$ cat config.mk
export PLATFORM = sky130hd
export DESIGN_NAME = sliding_trimmed_mean_filter_core
export DESIGN_NICKNAME = d
export VERILOG_FILES = /design/src/sv/stf_pkg.sv /design/src/sv/stf_front.sv /design/src/sv/stf_queue.sv /design/src/sv/stf_back.sv /design/src/sv/sliding_trimmed_mean_filter_core.sv
export SDC_FILE = /design/constraint.sdc
export NUM_CORES = 1
export LEC_CHECK = 0
export BUFFER_PORTS_ARGS = -buffer_cell sky130_fd_sc_hd__buf_4
export CORE_MARGIN = 4
export CORE_UTILIZATION = 45
export CTS_BUF_LIST = sky130_fd_sc_hd__clkbuf_2 sky130_fd_sc_hd__clkbuf_4 sky130_fd_sc_hd__clkbuf_8
export CTS_CLUSTER_SIZE = 14
export DETAILED_ROUTE_END_ITERATION = 8
export PLACE_DENSITY = 0.67
export SLEW_MARGIN = 25
export SYNTH_ARGS = -nofsm -noshare
export SYNTH_HDL_FRONTEND = slang
export SYNTH_SLANG_ARGS = --single-unit
$ cat constraint.sdc
create_clock -name clock -period 5.1 [get_ports clock]
set_clock_uncertainty 0.2 [all_clocks]
set_input_delay 0.255 -clock clock [delete_from_list [all_inputs] [get_ports clock]]
set_output_delay 0.255 -clock clock [all_outputs]
set_load 0.1 [all_outputs]
$ cat src/sv/stf_pkg.sv
// ----------------------------------------------------------------------------
// stf_pkg
// Shared constants for the sliding-window trimmed mean filter.
// ----------------------------------------------------------------------------
package stf_pkg;

   localparam int SAMPLE_W      = 16;
   localparam int MIN_AVG_COUNT = 3;
   localparam int TRIM_COUNT    = 2;

endpackage

$ cat src/sv/stf_front.sv
// ----------------------------------------------------------------------------
// stf_front
// Takes requests, tracks the window fill level and tags each request as
// averaged or pass-through before it is queued.
// ----------------------------------------------------------------------------
module stf_front #(
   parameter int WINDOW_SIZE = 8,
   parameter int CNT_W       = $clog2(WINDOW_SIZE + 1)
) (
   input  logic                          clock,
   input  logic                          reset,
   input  logic                          req_valid,
   output logic                          req_ready,
   input  logic [stf_pkg::SAMPLE_W-1:0]  req_sample,
   output logic                          push_valid,
   input  logic                          push_ready,
   output logic [stf_pkg::SAMPLE_W-1:0]  push_sample,
   output logic [CNT_W-1:0]              push_count,
   output logic                          push_averaged
);
   import stf_pkg::*;

   logic [CNT_W-1:0] fill_count_ff;
   logic [CNT_W-1:0] fill_count_in;
   logic             accept;

   assign req_ready  = push_ready;
   assign push_valid = req_valid;
   assign accept     = req_valid & push_ready;

   always_comb begin
      if (fill_count_ff < CNT_W'(WINDOW_SIZE)) begin
         fill_count_in = fill_count_ff + CNT_W'(1);
      end else begin
         fill_count_in = fill_count_ff;
      end
   end

   assign push_sample   = req_sample;
   assign push_count    = fill_count_in;
   assign push_averaged = (fill_count_in >= CNT_W'(MIN_AVG_COUNT));

   always_ff @(posedge clock) begin
      if (reset) begin
         fill_count_ff <= '0;
      end else if (accept) begin
         fill_count_ff <= fill_count_in;
      end
   end

endmodule

$ cat src/sv/stf_queue.sv
// ----------------------------------------------------------------------------
// stf_queue
// Small register FIFO between the front and back parts.
// ----------------------------------------------------------------------------
module stf_queue #(
   parameter int DATA_W = 8,
   parameter int DEPTH  = 2
) (
   input  logic              clock,
   input  logic              reset,
   input  logic              push_valid,
   output logic              push_ready,
   input  logic [DATA_W-1:0] push_data,
   output logic              pop_valid,
   input  logic              pop_ready,
   output logic [DATA_W-1:0] pop_data
);
   import stf_pkg::*;

   localparam int PTR_W = (DEPTH > 1) ? $clog2(DEPTH) : 1;
   localparam int LVL_W = $clog2(DEPTH + 1);

   logic [DATA_W-1:0] entry_ff [DEPTH];
   logic [PTR_W-1:0]  wr_ptr_ff;
   logic [PTR_W-1:0]  rd_ptr_ff;
   logic [LVL_W-1:0]  level_ff;
   logic              do_push;
   logic              do_pop;

   assign push_ready = (level_ff != LVL_W'(DEPTH));
   assign pop_valid  = (level_ff != '0);
   assign pop_data   = entry_ff[rd_ptr_ff];
   assign do_push    = push_valid & push_ready;
   assign do_pop     = pop_valid & pop_ready;

   always_ff @(posedge clock) begin
      if (do_push) begin
         entry_ff[wr_ptr_ff] <= push_data;
      end
   end

   always_ff @(posedge clock) begin
      if (reset) begin
         wr_ptr_ff <= '0;
         rd_ptr_ff <= '0;
         level_ff  <= '0;
      end else begin
         if (do_push) begin
            wr_ptr_ff <= (wr_ptr_ff == PTR_W'(DEPTH - 1)) ? '0 : wr_ptr_ff + PTR_W'(1);
         end
         if (do_pop) begin
            rd_ptr_ff <= (rd_ptr_ff == PTR_W'(DEPTH - 1)) ? '0 : rd_ptr_ff + PTR_W'(1);
         end
         if (do_push && !do_pop) begin
            level_ff <= level_ff + LVL_W'(1);
         end else if (do_pop && !do_push) begin
            level_ff <= level_ff - LVL_W'(1);
         end
      end
   end

endmodule

$ cat src/sv/stf_back.sv
// ----------------------------------------------------------------------------
// stf_back
// Owns the sample window. Writes each queued sample; for an averaged request
// scans the window for sum, max and min and divides the trimmed sum
// bit-serially. Holds the result in an output register.
// ----------------------------------------------------------------------------
module stf_back #(
   parameter int WINDOW_SIZE = 8,
   parameter int CNT_W       = $clog2(WINDOW_SIZE + 1)
) (
   input  logic                          clock,
   input  logic                          reset,
   input  logic                          pop_valid,
   output logic                          pop_ready,
   input  logic [stf_pkg::SAMPLE_W-1:0]  pop_sample,
   input  logic [CNT_W-1:0]              pop_count,
   input  logic                          pop_averaged,
   output logic                          rsp_valid,
   input  logic                          rsp_ready,
   output logic [stf_pkg::SAMPLE_W-1:0]  rsp_filtered,
   output logic                          rsp_averaged
);
   import stf_pkg::*;

   localparam int IDX_W  = $clog2(WINDOW_SIZE);
   localparam int SUM_W  = SAMPLE_W + CNT_W;
   localparam int DCNT_W = $clog2(SUM_W + 1);

   typedef enum logic [2:0] {
      ST_IDLE,
      ST_SCAN,
      ST_DIV,
      ST_DONE
   } state_type;

   state_type            state_ff;
   logic [SAMPLE_W-1:0]  mem [WINDOW_SIZE];
   logic [IDX_W-1:0]     wr_ptr_ff;
   logic [CNT_W-1:0]     count_ff;
   logic                 averaged_ff;
   logic [CNT_W-1:0]     issue_ff;
   logic                 rd_vld_ff;
   logic [SAMPLE_W-1:0]  rd_data_ff;
   logic                 first_ff;
   logic [SUM_W-1:0]     sum_ff;
   logic [SAMPLE_W-1:0]  hi_ff;
   logic [SAMPLE_W-1:0]  lo_ff;
   logic [CNT_W-1:0]     div_ff;
   logic [CNT_W-1:0]     rem_ff;
   logic [SUM_W-1:0]     quo_ff;
   logic [DCNT_W-1:0]    div_cnt_ff;
   logic                 rsp_valid_ff;
   logic [SAMPLE_W-1:0]  rsp_filtered_ff;
   logic                 rsp_averaged_ff;

   logic                 do_pop;
   logic                 do_issue;
   logic                 rsp_load;
   logic [CNT_W:0]       trial_in;
   logic                 trial_ge_in;
   logic [SUM_W-1:0]     trimmed_in;

   assign pop_ready    = (state_ff == ST_IDLE);
   assign do_pop       = pop_valid & pop_ready;
   assign do_issue     = (state_ff == ST_SCAN) && (issue_ff != count_ff);
   assign rsp_load     = (state_ff == ST_DONE) && (!rsp_valid_ff || rsp_ready);
   assign rsp_valid    = rsp_valid_ff;
   assign rsp_filtered = rsp_filtered_ff;
   assign rsp_averaged = rsp_averaged_ff;

   assign trial_in    = {rem_ff, quo_ff[SUM_W-1]};
   assign trial_ge_in = (trial_in >= {1'b0, div_ff});
   assign trimmed_in  = sum_ff - SUM_W'(hi_ff) - SUM_W'(lo_ff);

   // window store: one write port, one registered read port
   always_ff @(posedge clock) begin
      if (do_pop) begin
         mem[wr_ptr_ff] <= pop_sample;
      end
      if (do_issue) begin
         rd_data_ff <= mem[issue_ff[IDX_W-1:0]];
      end
   end

   always_ff @(posedge clock) begin
      if (reset) begin
         state_ff     <= ST_IDLE;
         wr_ptr_ff    <= '0;
         rd_vld_ff    <= 1'b0;
         rsp_valid_ff <= 1'b0;
      end else begin
         if (rsp_load) begin
            rsp_valid_ff <= 1'b1;
         end else if (rsp_valid_ff && rsp_ready) begin
            rsp_valid_ff <= 1'b0;
         end
         rd_vld_ff <= do_issue;
         case (state_ff)
            ST_IDLE: begin
               if (do_pop) begin
                  wr_ptr_ff   <= (wr_ptr_ff == IDX_W'(WINDOW_SIZE - 1)) ?
                                 '0 : wr_ptr_ff + IDX_W'(1);
                  count_ff    <= pop_count;
                  averaged_ff <= pop_averaged;
                  issue_ff    <= '0;
                  first_ff    <= 1'b1;
                  sum_ff      <= '0;
                  div_ff      <= pop_count - CNT_W'(TRIM_COUNT);
                  quo_ff      <= SUM_W'(pop_sample);
                  state_ff    <= pop_averaged ? ST_SCAN : ST_DONE;
               end
            end
            ST_SCAN: begin
               if (do_issue) begin
                  issue_ff <= issue_ff + CNT_W'(1);
               end
               if (rd_vld_ff) begin
                  first_ff <= 1'b0;
                  if (first_ff) begin
                     sum_ff <= SUM_W'(rd_data_ff);
                     hi_ff  <= rd_data_ff;
                     lo_ff  <= rd_data_ff;
                  end else begin
                     sum_ff <= sum_ff + SUM_W'(rd_data_ff);
                     if (rd_data_ff > hi_ff) begin
                        hi_ff <= rd_data_ff;
                     end
                     if (rd_data_ff < lo_ff) begin
                        lo_ff <= rd_data_ff;
                     end
                  end
               end else if (!do_issue && !first_ff) begin
                  quo_ff     <= trimmed_in;
                  rem_ff     <= '0;
                  div_cnt_ff <= DCNT_W'(SUM_W);
                  state_ff   <= ST_DIV;
               end
            end
            ST_DIV: begin
               if (trial_ge_in) begin
                  rem_ff <= CNT_W'(trial_in - {1'b0, div_ff});
               end else begin
                  rem_ff <= trial_in[CNT_W-1:0];
               end
               quo_ff     <= {quo_ff[SUM_W-2:0], trial_ge_in};
               div_cnt_ff <= div_cnt_ff - DCNT_W'(1);
               if (div_cnt_ff == DCNT_W'(1)) begin
                  state_ff <= ST_DONE;
               end
            end
            ST_DONE: begin
               if (rsp_load) begin
                  rsp_filtered_ff <= quo_ff[SAMPLE_W-1:0];
                  rsp_averaged_ff <= averaged_ff;
                  state_ff        <= ST_IDLE;
               end
            end
            default: begin
               state_ff <= ST_IDLE;
            end
         endcase
      end
   end

endmodule

$ cat src/sv/sliding_trimmed_mean_filter_core.sv
// ----------------------------------------------------------------------------
// sliding_trimmed_mean_filter_core
// Sliding-window trimmed mean over the newest WINDOW_SIZE samples.
// ----------------------------------------------------------------------------
// Each request carries one 16-bit sample and yields one response. Once the
// window holds three or more samples the response is the window mean with one
// maximum and one minimum dropped (truncating), with rsp_averaged set; before
// that the sample passes through with rsp_averaged clear. Requests are taken
// into a two-entry queue, so the port keeps accepting while a response waits,
// until the queue is full. The back end handles one request at a time: a
// pass-through skips the window scan and the divide; an averaged one scans
// the window (one window memory read per cycle) and then divides bit-serially.
// ----------------------------------------------------------------------------
module sliding_trimmed_mean_filter_core #(
   parameter int WINDOW_SIZE = 8
) (
   input  logic                          clock,
   input  logic                          reset,
   input  logic                          req_valid,
   output logic                          req_ready,
   input  logic [stf_pkg::SAMPLE_W-1:0]  req_sample,
   output logic                          rsp_valid,
   input  logic                          rsp_ready,
   output logic [stf_pkg::SAMPLE_W-1:0]  rsp_filtered,
   output logic                          rsp_averaged
);
   import stf_pkg::*;

   localparam int CNT_W  = $clog2(WINDOW_SIZE + 1);
   localparam int DATA_W = SAMPLE_W + CNT_W + 1;

   logic                push_valid;
   logic                push_ready;
   logic [SAMPLE_W-1:0] push_sample;
   logic [CNT_W-1:0]    push_count;
   logic                push_averaged;
   logic                pop_valid;
   logic                pop_ready;
   logic [DATA_W-1:0]   pop_data;

   stf_front #(
      .WINDOW_SIZE (WINDOW_SIZE),
      .CNT_W       (CNT_W)
   ) u_front (
      .clock         (clock),
      .reset         (reset),
      .req_valid     (req_valid),
      .req_ready     (req_ready),
      .req_sample    (req_sample),
      .push_valid    (push_valid),
      .push_ready    (push_ready),
      .push_sample   (push_sample),
      .push_count    (push_count),
      .push_averaged (push_averaged)
   );

   stf_queue #(
      .DATA_W (DATA_W),
      .DEPTH  (2)
   ) u_queue (
      .clock      (clock),
      .reset      (reset),
      .push_valid (push_valid),
      .push_ready (push_ready),
      .push_data  ({push_averaged, push_count, push_sample}),
      .pop_valid  (pop_valid),
      .pop_ready  (pop_ready),
      .pop_data   (pop_data)
   );

   stf_back #(
      .WINDOW_SIZE (WINDOW_SIZE),
      .CNT_W       (CNT_W)
   ) u_back (
      .clock        (clock),
      .reset        (reset),
      .pop_valid    (pop_valid),
      .pop_ready    (pop_ready),
      .pop_sample   (pop_data[SAMPLE_W-1:0]),
      .pop_count    (pop_data[SAMPLE_W+CNT_W-1:SAMPLE_W]),
      .pop_averaged (pop_data[DATA_W-1]),
      .rsp_valid    (rsp_valid),
      .rsp_ready    (rsp_ready),
      .rsp_filtered (rsp_filtered),
      .rsp_averaged (rsp_averaged)
   );

endmodule
# == Yosys cells after proc, flatten, opt, wreduce, memory -nomap -nowiden ==
# Memories as Yosys holds them, arrays and structs flattened. A register that Yosys moved wholly into a read port is not among the register bits.
# Index checks and enable logic that the tools add are counted.
# op_classes
order_cmp,5
add_sub_neg,13
n_bitwise,3
n_reduce_logical,31
muxes,46
eq_ne,14
# op_table
operator,count
$mux 20,6
$mux 16,4
$pmux 20 s3,1
$pmux 20 s2,1
$sub 20x16->20,2
$mux 4,6
$add 20x16->20,1
$reduce_and 4->1,5
$mux 3,6
$gt 16x16->1,1
$lt 16x16->1,1
$pmux 4 s2,2
$reduce_bool 2->1,7
$mux 1,12
$pmux 3 s4,1
$mux 5,2
$pmux 5 s2,1
$reduce_and 5->1,2
$add 4x1->4 const B,2
$ne 2x1->1 const B,4
$ne 2x2->1 const B,4
$eq 3x2->1 const B,2
$logic_and 1x1->1,6
$mux 2,3
23 further kinds,30
# totals
output_inout_bits,19
ramBits,170
word_cells,135
register_bits,128
mem_count,2
input_bits,20
# mem_list
name,words,width,rd,rd_clocked_by_memory_dff,write_ports,line,rtl
u_back.mem,8,16,1,1,1,stf_back.sv:37,logic [SAMPLE_W-1:0] mem [WINDOW_SIZE];
u_queue.entry_ff,2,21,1,1,1,stf_queue.sv:23,logic [DATA_W-1:0] entry_ff [DEPTH];

# == Longest topological paths before layout ==
# Gate-level depths: netlist (run 1).
# logic_depth
depth_word,7
ltp_mapped,12
mapped_depth_nobuf,12

# == By module ==
# Synthesis (run 1) repeated with hierarchy kept, for this count alone.
# unflattened
hier_cells,1067
area_unflattened_um2,15152.0
# by_module_without_submodules
module,n_inst,area_each_um2,seq_area_each_um2,cells_per_inst
stf_back,1,13012.5,7797.5,931
stf_queue,1,1730.4,1361.3,89
stf_front,1,409.1,80.1,47

# == Least setup slack after synthesis (run 1) ==
# OpenSTA, ideal clock, no wires.
# synth_path
path_type,flip-flop to flip-flop
startpoint,register u_back.state_ff[0]
endpoint,"memory u_back.mem[0][0], enable pin"
setup_time_ns,0.430
path_slack_ns,1.833
t_required_ns,4.470
t_arrival_ns,2.637
synth_period_minus_slack_ns,3.267
path_stages_with_launch,6
n_path_buf,1
path_cell_list,dfxtp_1 > inv_1 > ha_1 > o21ai_0 > clkbuf_1 > nor4_1
# synth_between
elab_chain_len,4
# synth_rtl
item,line,rtl
start: declaration,stf_back.sv:36,state_type state_ff;
start signal: assignment,stf_back.sv:110,state_ff <= pop_averaged ? ST_SCAN : ST_DONE;
$logic_not 3->1,stf_back.sv:63,assign pop_ready = (state_ff == ST_IDLE);
$and 1x1->1,stf_back.sv:64,assign do_pop = pop_valid & pop_ready;
$mux 1,stf_back.sv:77,if (do_pop) begin
$mux 1 (not written as such),stf_back.sv:78,mem[wr_ptr_ff] <= pop_sample;
end: declaration,stf_back.sv:37,
# No other way between the ends.

# == Worst setup path in the final report (run 1) ==
# layout_path
startpoint,register u_back.sum_ff[5]
endpoint,"register u_back.quo_ff[18], data pin"
# layout_between
elab_chain_len,5
# layout_rtl
item,line,rtl
start: declaration,stf_back.sv:45,logic [SUM_W-1:0] sum_ff;
start signal: assignment,stf_back.sv:120,sum_ff <= SUM_W'(rd_data_ff);
start signal: assignment,stf_back.sv:124,sum_ff <= sum_ff + SUM_W'(rd_data_ff);
$sub 20x16->20 (2 in series),stf_back.sv:73,assign trimmed_in = sum_ff - SUM_W'(hi_ff) - SUM_W'(lo_ff);
$mux 20,stf_back.sv:132,end else if (!do_issue && !first_ff) begin
$mux 20,stf_back.sv:117,if (rd_vld_ff) begin
$pmux 20 s3,stf_back.sv:98,case (state_ff)
end signal: assignment,stf_back.sv:109,quo_ff <= SUM_W'(pop_sample);
end signal: assignment,stf_back.sv:133,quo_ff <= trimmed_in;
end signal: assignment,stf_back.sv:145,"quo_ff <= {quo_ff[SUM_W-2:0], trial_ge_in};"
end: declaration,stf_back.sv:50,logic [SUM_W-1:0] quo_ff;
# No other way between the ends. The select of a mux whose other input is x is not followed.
# A chain may end at the register's enable or synchronous reset.

==> impl_metrics.ini, run 1 <==
[job]
maxCapViolations = 0

[synthesis]
synth_warnings = 0
ys_seq_elements = 313
synth-edff-count = 297
yosys_most_used_dff = edfxtp_1
synthCells = 1029
syn-num-nets = 1150
synth.avg_cell_area_um2 = 14.4
ys_seq_area_share_pct = 62.2
syn_area_um2 = 14800
ys_types = 65
synthArstFlopShare_pct = 0

[critical_path]
r2r-start = u_back.sum_ff[5]
crit_end = u_back.quo_ff[18]
crit_required_ns = 5.21
r2r_end = u_back.quo_ff[18]
cp-start-kind = register
critPathKind = register to register
crit_fanout = 4
cp-end-kind = register
reg2reg_depth = 10
rrSetupSlack_ns = 1.79
worstPathArrival_ns = 3.42
crit_start = u_back.sum_ff[5]

[cells_and_area]
multi_input_area_um2 = 5280
fill_cells = 2757
layout.cells.non_filler = 1616
diodes = 0
final_common_cell = edfxtp_1
nets = 1252
mostFrequentLayoutCells = edfxtp_1 (297), ha_1 (83), nor2_1 (81)
syn2layout_area_growth_pct = 14.8
drive_above_1_share_pct = 20.3
ff_latch_area_um2 = 9240
post-route-util_pct = 52.4

[placed_design]
place_inst = 1499
port-buffer-count = 38
dpl.hpwl_um = 20300
place_ws_ns = 1.82
gp_congestion = 0.839

[global_routing]
gr-total-overflow = 0
grt-busiest-layer = met2
grt_antenna_before_repair = 0
global_route.usage.met2_pct = 26.6
grt_pass1_vias = 9048
grt_max_degree = 36
globalRouteMet1Util_pct = 24.0
grtUsageTotal_pct = 16.7
grt_pass1_wl_um = 48100
use_met3_pct = 2.68

[pwr]
peakVddDrop_mv = 0.265
p_leak_nw = 6.30
powerDensity_nw_per_um2 = 561

[sta]
fin_setup_tns_ns = 0
hold_viol_final = 0
fin_crit_ns = 3.31
setup_violations = 0
timing.slew.headroom_pct = 35.4
tightest_slew_ns = 0.968
rsz0062_at_grt = false
final.setup.worst_slack_ns = 1.79
max_clock_freq_ghz = 0.302
slew_viol_final = 0
fin_crit_sh_pct = 64.9

[cts]
cts.sinks = 313
numCtsBuffers = 52
h-tree-depth = 2
clk_pin_slew_ns = 0.06
clock_path_buffers = 3
clk_latency_ns = 0.57
postCtsSetupBuffers = 0
ctsResizeCount = 0
cts_tree = done
ctsHoldBuffers = 20
root_buffer = clkbuf_8

[status]
status = finished, final reports clean

[floorplanning]
ioPinCount = 39
die_h_um = 190
num_rows = 66
core_area_um2 = 32500
die_area_um2 = 36000
die_w_um = 190
initial_utilization_pct = 45.6

[routing]
drt_first_pass_iters = 7
num_vias = 8601
wl_um = 29700
wl_per_cell_um = 18.4
drt_iter0_markers = 534
ant_nets = 0
drc_errors = 0
via_per_inst = 5.32

[hold_path]
hp-class = primary input to register
==> worst max-delay path, stage by stage, from the launching register on <==
cell      delay, ns
edfxtp_1       0.43
fa_1           0.49
ha_1           0.38
o2111a_1       0.26
o21ai_0        0.16
a31oi_1        0.10
o21ai_1        0.29
nand3b_1       0.15
a311oi_1       0.36
xnor2_1        0.16
o21ai_1        0.07
==> final cells by class <==
cell class                      count  area share [%]
Sequential cell                   313            54.2
Inverter                           69            1.52
Clock buffer                       78            5.53
Multi-Input combinational cell    615            31.0
Tap cell                          442            3.25
Timing Repair Buffer               80            3.82
Clock inverter                     19           0.654
==> where the power goes <==
part / internal, W / total [W] / leakage, nW / switching (W)
combinational: 0.00144 / 0.00341 / 2.89 / 0.00197
sequential: 0.00359 / 0.00397 / 2.85 / 0.000381
clock: 0.00119 / 0.00218 / 0.562 / 0.000986
total: 0.00622 / 0.00955 / 6.30 / 0.00334
==> worst min-delay path by stage <==
stage / to / depth (start not counted) / from
final: u_queue.entry_ff[0][8] / 2 / req_sample[8]
after CTS: u_queue.entry_ff[1][3] / 2 / req_sample[3]
after floorplan: u_queue.entry_ff[0][0] / 0 / req_sample[0]
after global routing: u_queue.entry_ff[0][8] / 2 / req_sample[8]
after detailed placement: u_back.rsp_filtered[13] / 0 / u_back.quo_ff[13]
after global placement: u_back.rsp_averaged / 0 / u_back.averaged_ff
==> logic make-up after synthesis <==
group / synth area share, %
flops: 62.2
simple gates: 6.98
buf+inv: 2.61
compound gates: 7.82
mux: 8.26
xor+xnor: 2.66
fa+ha+maj: 9.42
==> synthesized netlist by cell type (16+ instances only) <==
| master | number | area, um2 |
|---|---|---|
| a21oi_1 | 54 | 270 |
| dfxtp_1 | 16 | 320 |
| xor2_1 | 21 | 184 |
| nand2_1 | 37 | 139 |
| xnor2_1 | 24 | 210 |
| edfxtp_1 | 297 | 8920 |
| nor2_1 | 82 | 308 |
| fa_1 | 18 | 360 |
| clkbuf_1 | 18 | 67.6 |
| mux4_2 | 32 | 721 |
| o21ai_0 | 33 | 165 |
| inv_1 | 69 | 259 |
| nor2b_1 | 16 | 100 |
| ha_1 | 83 | 1040 |
| nor3_1 | 18 | 90.1 |
| mux2_2 | 36 | 405 |
| a21o_1 | 18 | 135 |
==> sequential cells by signal (all words and copies together), names as in the netlist, 4 cells and up, named ones only <==
register and count:
u_queue.entry_ff 42, u_back.rd_data_ff 16, u_back.rem_ff 4, u_back.issue_ff 4, u_back.sum_ff 20, u_back.hi_ff 16, u_back.quo_ff 20, u_back.mem 128
u_back.rsp_filtered 16, u_back.div_cnt_ff 5, u_back.lo_ff 16, u_front.fill_count_ff 4, u_back.div_ff 4
==> per-stage QoR <==
step	power (W)	hold slack (ns)	area (um2)
floorplan	0.00642	0.154	14800
global placement	0.00731	0.206	15800
detailed placement	0.00738	0.242	15800
CTS	0.00963	0.166	17000
global route	0.0102	0.179	17000
finish	0.00955	0.208	17000
==> per-layer routing <==
layer  vias to the layer above  wire (um)
li1                       4107          -
met1                      4254      14000
met2                       193      13700
met3                        47       1280
met4                         0        696
met5                         -          0
Note: power is estimated with default switching activity, not from simulation.
==> inputs of run 2 (changes only) <==
--- a/config.mk
+++ b/config.mk
@@ -5,13 +5,14 @@
 export SDC_FILE = /design/constraint.sdc
 export NUM_CORES = 1
 export LEC_CHECK = 0
+export ABC_AREA = 1
 export BUFFER_PORTS_ARGS = -buffer_cell sky130_fd_sc_hd__buf_4
 export CORE_MARGIN = 4
 export CORE_UTILIZATION = 45
 export CTS_BUF_LIST = sky130_fd_sc_hd__clkbuf_2 sky130_fd_sc_hd__clkbuf_4 sky130_fd_sc_hd__clkbuf_8
 export CTS_CLUSTER_SIZE = 14
 export DETAILED_ROUTE_END_ITERATION = 8
-export PLACE_DENSITY = 0.67
+export PLACE_DENSITY = 0.69
 export SLEW_MARGIN = 25
 export SYNTH_ARGS = -nofsm -noshare
 export SYNTH_HDL_FRONTEND = slang
==> constraint.sdc (replaced) <==
create_clock -name clock -period 2.85 [get_ports clock]
set_clock_uncertainty 0.2 [all_clocks]
set_input_delay 0.1425 -clock clock [delete_from_list [all_inputs] [get_ports clock]]
set_output_delay 0.1425 -clock clock [all_outputs]
set_load 0.1 [all_outputs]
==> impl_metrics.ini, run 2 <==
[cts]
clk_latency_ns = 0.63
clock_path_buffers = 3
cts_tree = done
cts.sinks = 313
clk_pin_slew_ns = 0.06
numCtsBuffers = 50
postCtsSetupBuffers = 0
root_buffer = clkbuf_8
h-tree-depth = 2

[synthesis]
synth_common_cells = edfxtp_1 (297), nor2_1 (242), nand2_1 (204), inv_1 (159), a21oi_1 (101)
synth_compound_area_share_pct = 9.56
synthAdderAreaFrac_pct = 8.92
yosysMostFrequentCell = edfxtp_1
synthSimpleGateAreaFrac_pct = 14.8
yosys_most_used_dff = edfxtp_1
synth_area_leader_cell = edfxtp_1
synth_mux_area_share_pct = 1.29
synthArstFlopShare_pct = 0
yosys-top-cells-area = edfxtp_1 (57%), ha_1 (6.6%), nor2_1 (5.8%)
synthCells = 1498
ys_types = 45
ys_seq_elements = 313
synth_warnings = 0
synth_xor_area_share_pct = 1.12
syn-num-nets = 1619
synth.avg_cell_area_um2 = 10.5
syn_area_um2 = 15700
synth_top_family_by_area = simple AND/OR/NAND/NOR gates
ys_seq_area_share_pct = 58.9
synth_top_area_share_pct = 56.9
synth-edff-count = 297

[floorplanning]
core_area_um2 = 34500
num_rows = 68
ioPinCount = 39
die_w_um = 195
die_h_um = 195
die_area_um2 = 37900
initial_utilization_pct = 45.5

[cells_and_area]
layout.cells.non_filler = 2100
final_common_cell = edfxtp_1
regMostFlops = u_back.mem
fin_area_um2 = 17900
mostFrequentLayoutCells = edfxtp_1 (297), nor2_1 (239), nand2_1 (204)
largest_reg_flops = 128
drive_above_1_share_pct = 14.1
syn2layout_area_growth_pct = 14.1
top_regs = u_back.mem: 128 flops, u_queue.entry_ff: 42 flops
diodes = 0
nets = 1725

[sta]
max_clock_freq_ghz = 0.359
fin_setup_tns_ns = 0
slew_viol_final = 0
timing.slew.headroom_pct = 35.1
rsz0062_at_grt = false
tightest_slew_ns = 0.972
fin_crit_ns = 2.78
final.setup.worst_slack_ns = 0.0667
fin_crit_sh_pct = 97.7
setup_violations = 0
hold_viol_final = 0

[placed_design]
place_inst = 1988
gp_congestion = 0.917
place_ws_ns = 0.120
dpl.hpwl_um = 25500
port-buffer-count = 38
placed_cell_area_um2 = 16700

[routing]
wl_um = 36300
drt_first_pass_iters = 5
via_per_inst = 5.24
drt_iter0_markers = 1024
wl_per_cell_um = 17.3
drc_errors = 0
ant_nets = 0
num_vias = 11000

[pwr]
p_leak_nw = 7.10
clockPowerShare_pct = 22.1
net-switching-power_w = 0.00670
internal_power_w = 0.0105
seqPwrFrac_pct = 40.0
p_sw_share_pct = 39.0
combPwrFrac_pct = 37.9
powerDensity_nw_per_um2 = 960
peakVddDrop_mv = 0.622

[global_routing]
grtUsageTotal_pct = 18.9
use_met3_pct = 3.67
grt_pass1_vias = 10700
global_route.usage.met2_pct = 29.9
grt_antenna_before_repair = 0
gr-total-overflow = 0
globalRouteMet1Util_pct = 26.6
grt_max_degree = 40
grt-busiest-layer = met2
grt_pass1_wl_um = 57200

[status]
status = finished, final reports clean

[critical_path]
cp_common_cell = nand2_1
cp-end-kind = register
cpPeakStageDelay_ns = 0.46
critPathKind = register to register
cp_top_family = adder cells
crit_fanout = 5
slowest_stage = fa_1
worstPathArrival_ns = 2.92
worst-path-buf-inv = 3
crit_required_ns = 2.99
cp-start-kind = register
cp_cell_sequence = inv_1 -> fa_1 -> ha_1 -> nand2_1 -> inv_1 -> nand2_1 -> nand2_1 -> inv_2 -> nand2_1 -> or2_2 -> nand3_1 -> a21oi_1

[job]
maxCapViolations = 0

[hold_path]
hp-class = primary input to register
==> run 2: cell count changes in the layout (fill, tap and decap cells not counted), moves of 14 or more <==
cell | before | now
a21o_1 | 18 | 4
mux4_2 | 32 | 0
xnor2_1 | 24 | 8
inv_1 | 69 | 159
mux2_2 | 36 | 18
nand3_1 | 5 | 58
buf_4 | 60 | 76
nor2b_1 | 16 | 0
nand2_1 | 37 | 204
nor2_1 | 81 | 239
o22ai_1 | 0 | 16
a21oi_1 | 53 | 100
o21ai_0 | 33 | 95
==> run 2: area by class of cell <==
cell class | instances | area, um2
Fill cell | 3003 | 16600
Sequential cell | 313 | 9240
Multi-Input combinational cell | 971 | 5680
Clock buffer | 66 | 808
Timing Repair Buffer | 96 | 781
Inverter | 172 | 647
Tap cell | 455 | 569
Clock inverter | 27 | 176
==> run 2: worst paths after layout <==
kind	start	endpoint	slack (ns)	cells past startpoint
max	u_back.hi_ff[6]	u_back.quo_ff[7]	0.07	12
min reg2reg	u_back.averaged_ff	u_back.rsp_averaged	0.22	0
max reg2reg	u_back.hi_ff[6]	u_back.quo_ff[7]	0.07	12
min	req_sample[5]	u_queue.entry_ff[0][5]	0.05	2
==> run 2: what timing repair did <==
item | in CTS | in global routing
hold buffers | 19 | 0
gates resized for setup | 0 | 9
endpoints found under the setup margin | 0 | 6
endpoints found under the hold margin | 96 | 0
==> run 2: logic make-up (layout without fill, tap and decap cells) <==
kind of cell    count (synthesis)  count (layout)
xor+xnor                       20              20
mux                            18              18
simple gates                  559             559
compound gates                273             273
flops                         313             313
buf+inv                       214             361
fa+ha+maj                     101             101
==> run 2: through the flow <==
step	hold slack (ns)	total power, W	util (%)
after floorplan	0.0414	0.0114	-
after global routing	0.0364	0.0183	51.9
final	0.0540	0.0172	51.9
after global placement	0.127	0.0132	48.4
after CTS	0.0101	0.0172	51.8
after detailed placement	0.130	0.0133	48.4
==> run 2: power by group through the flow <==
stage	Clock [W]	Sequential, W	Combinational [W]
after CTS	0.00387	0.00687	0.00641
after floorplan	0	0.00685	0.00450
after detailed placement	0	0.00696	0.00636
final	0.00380	0.00687	0.00650
after global routing	0.00412	0.00695	0.00725
after global placement	0	0.00693	0.00623
==> run 2: routing by layer <==
metal  up-vias  part of all wire (%)
li1       5385                     -
met3        83                   7.1
met1      5180                    44
met2       354                    46
met5         -                     0
met4         0                   2.8
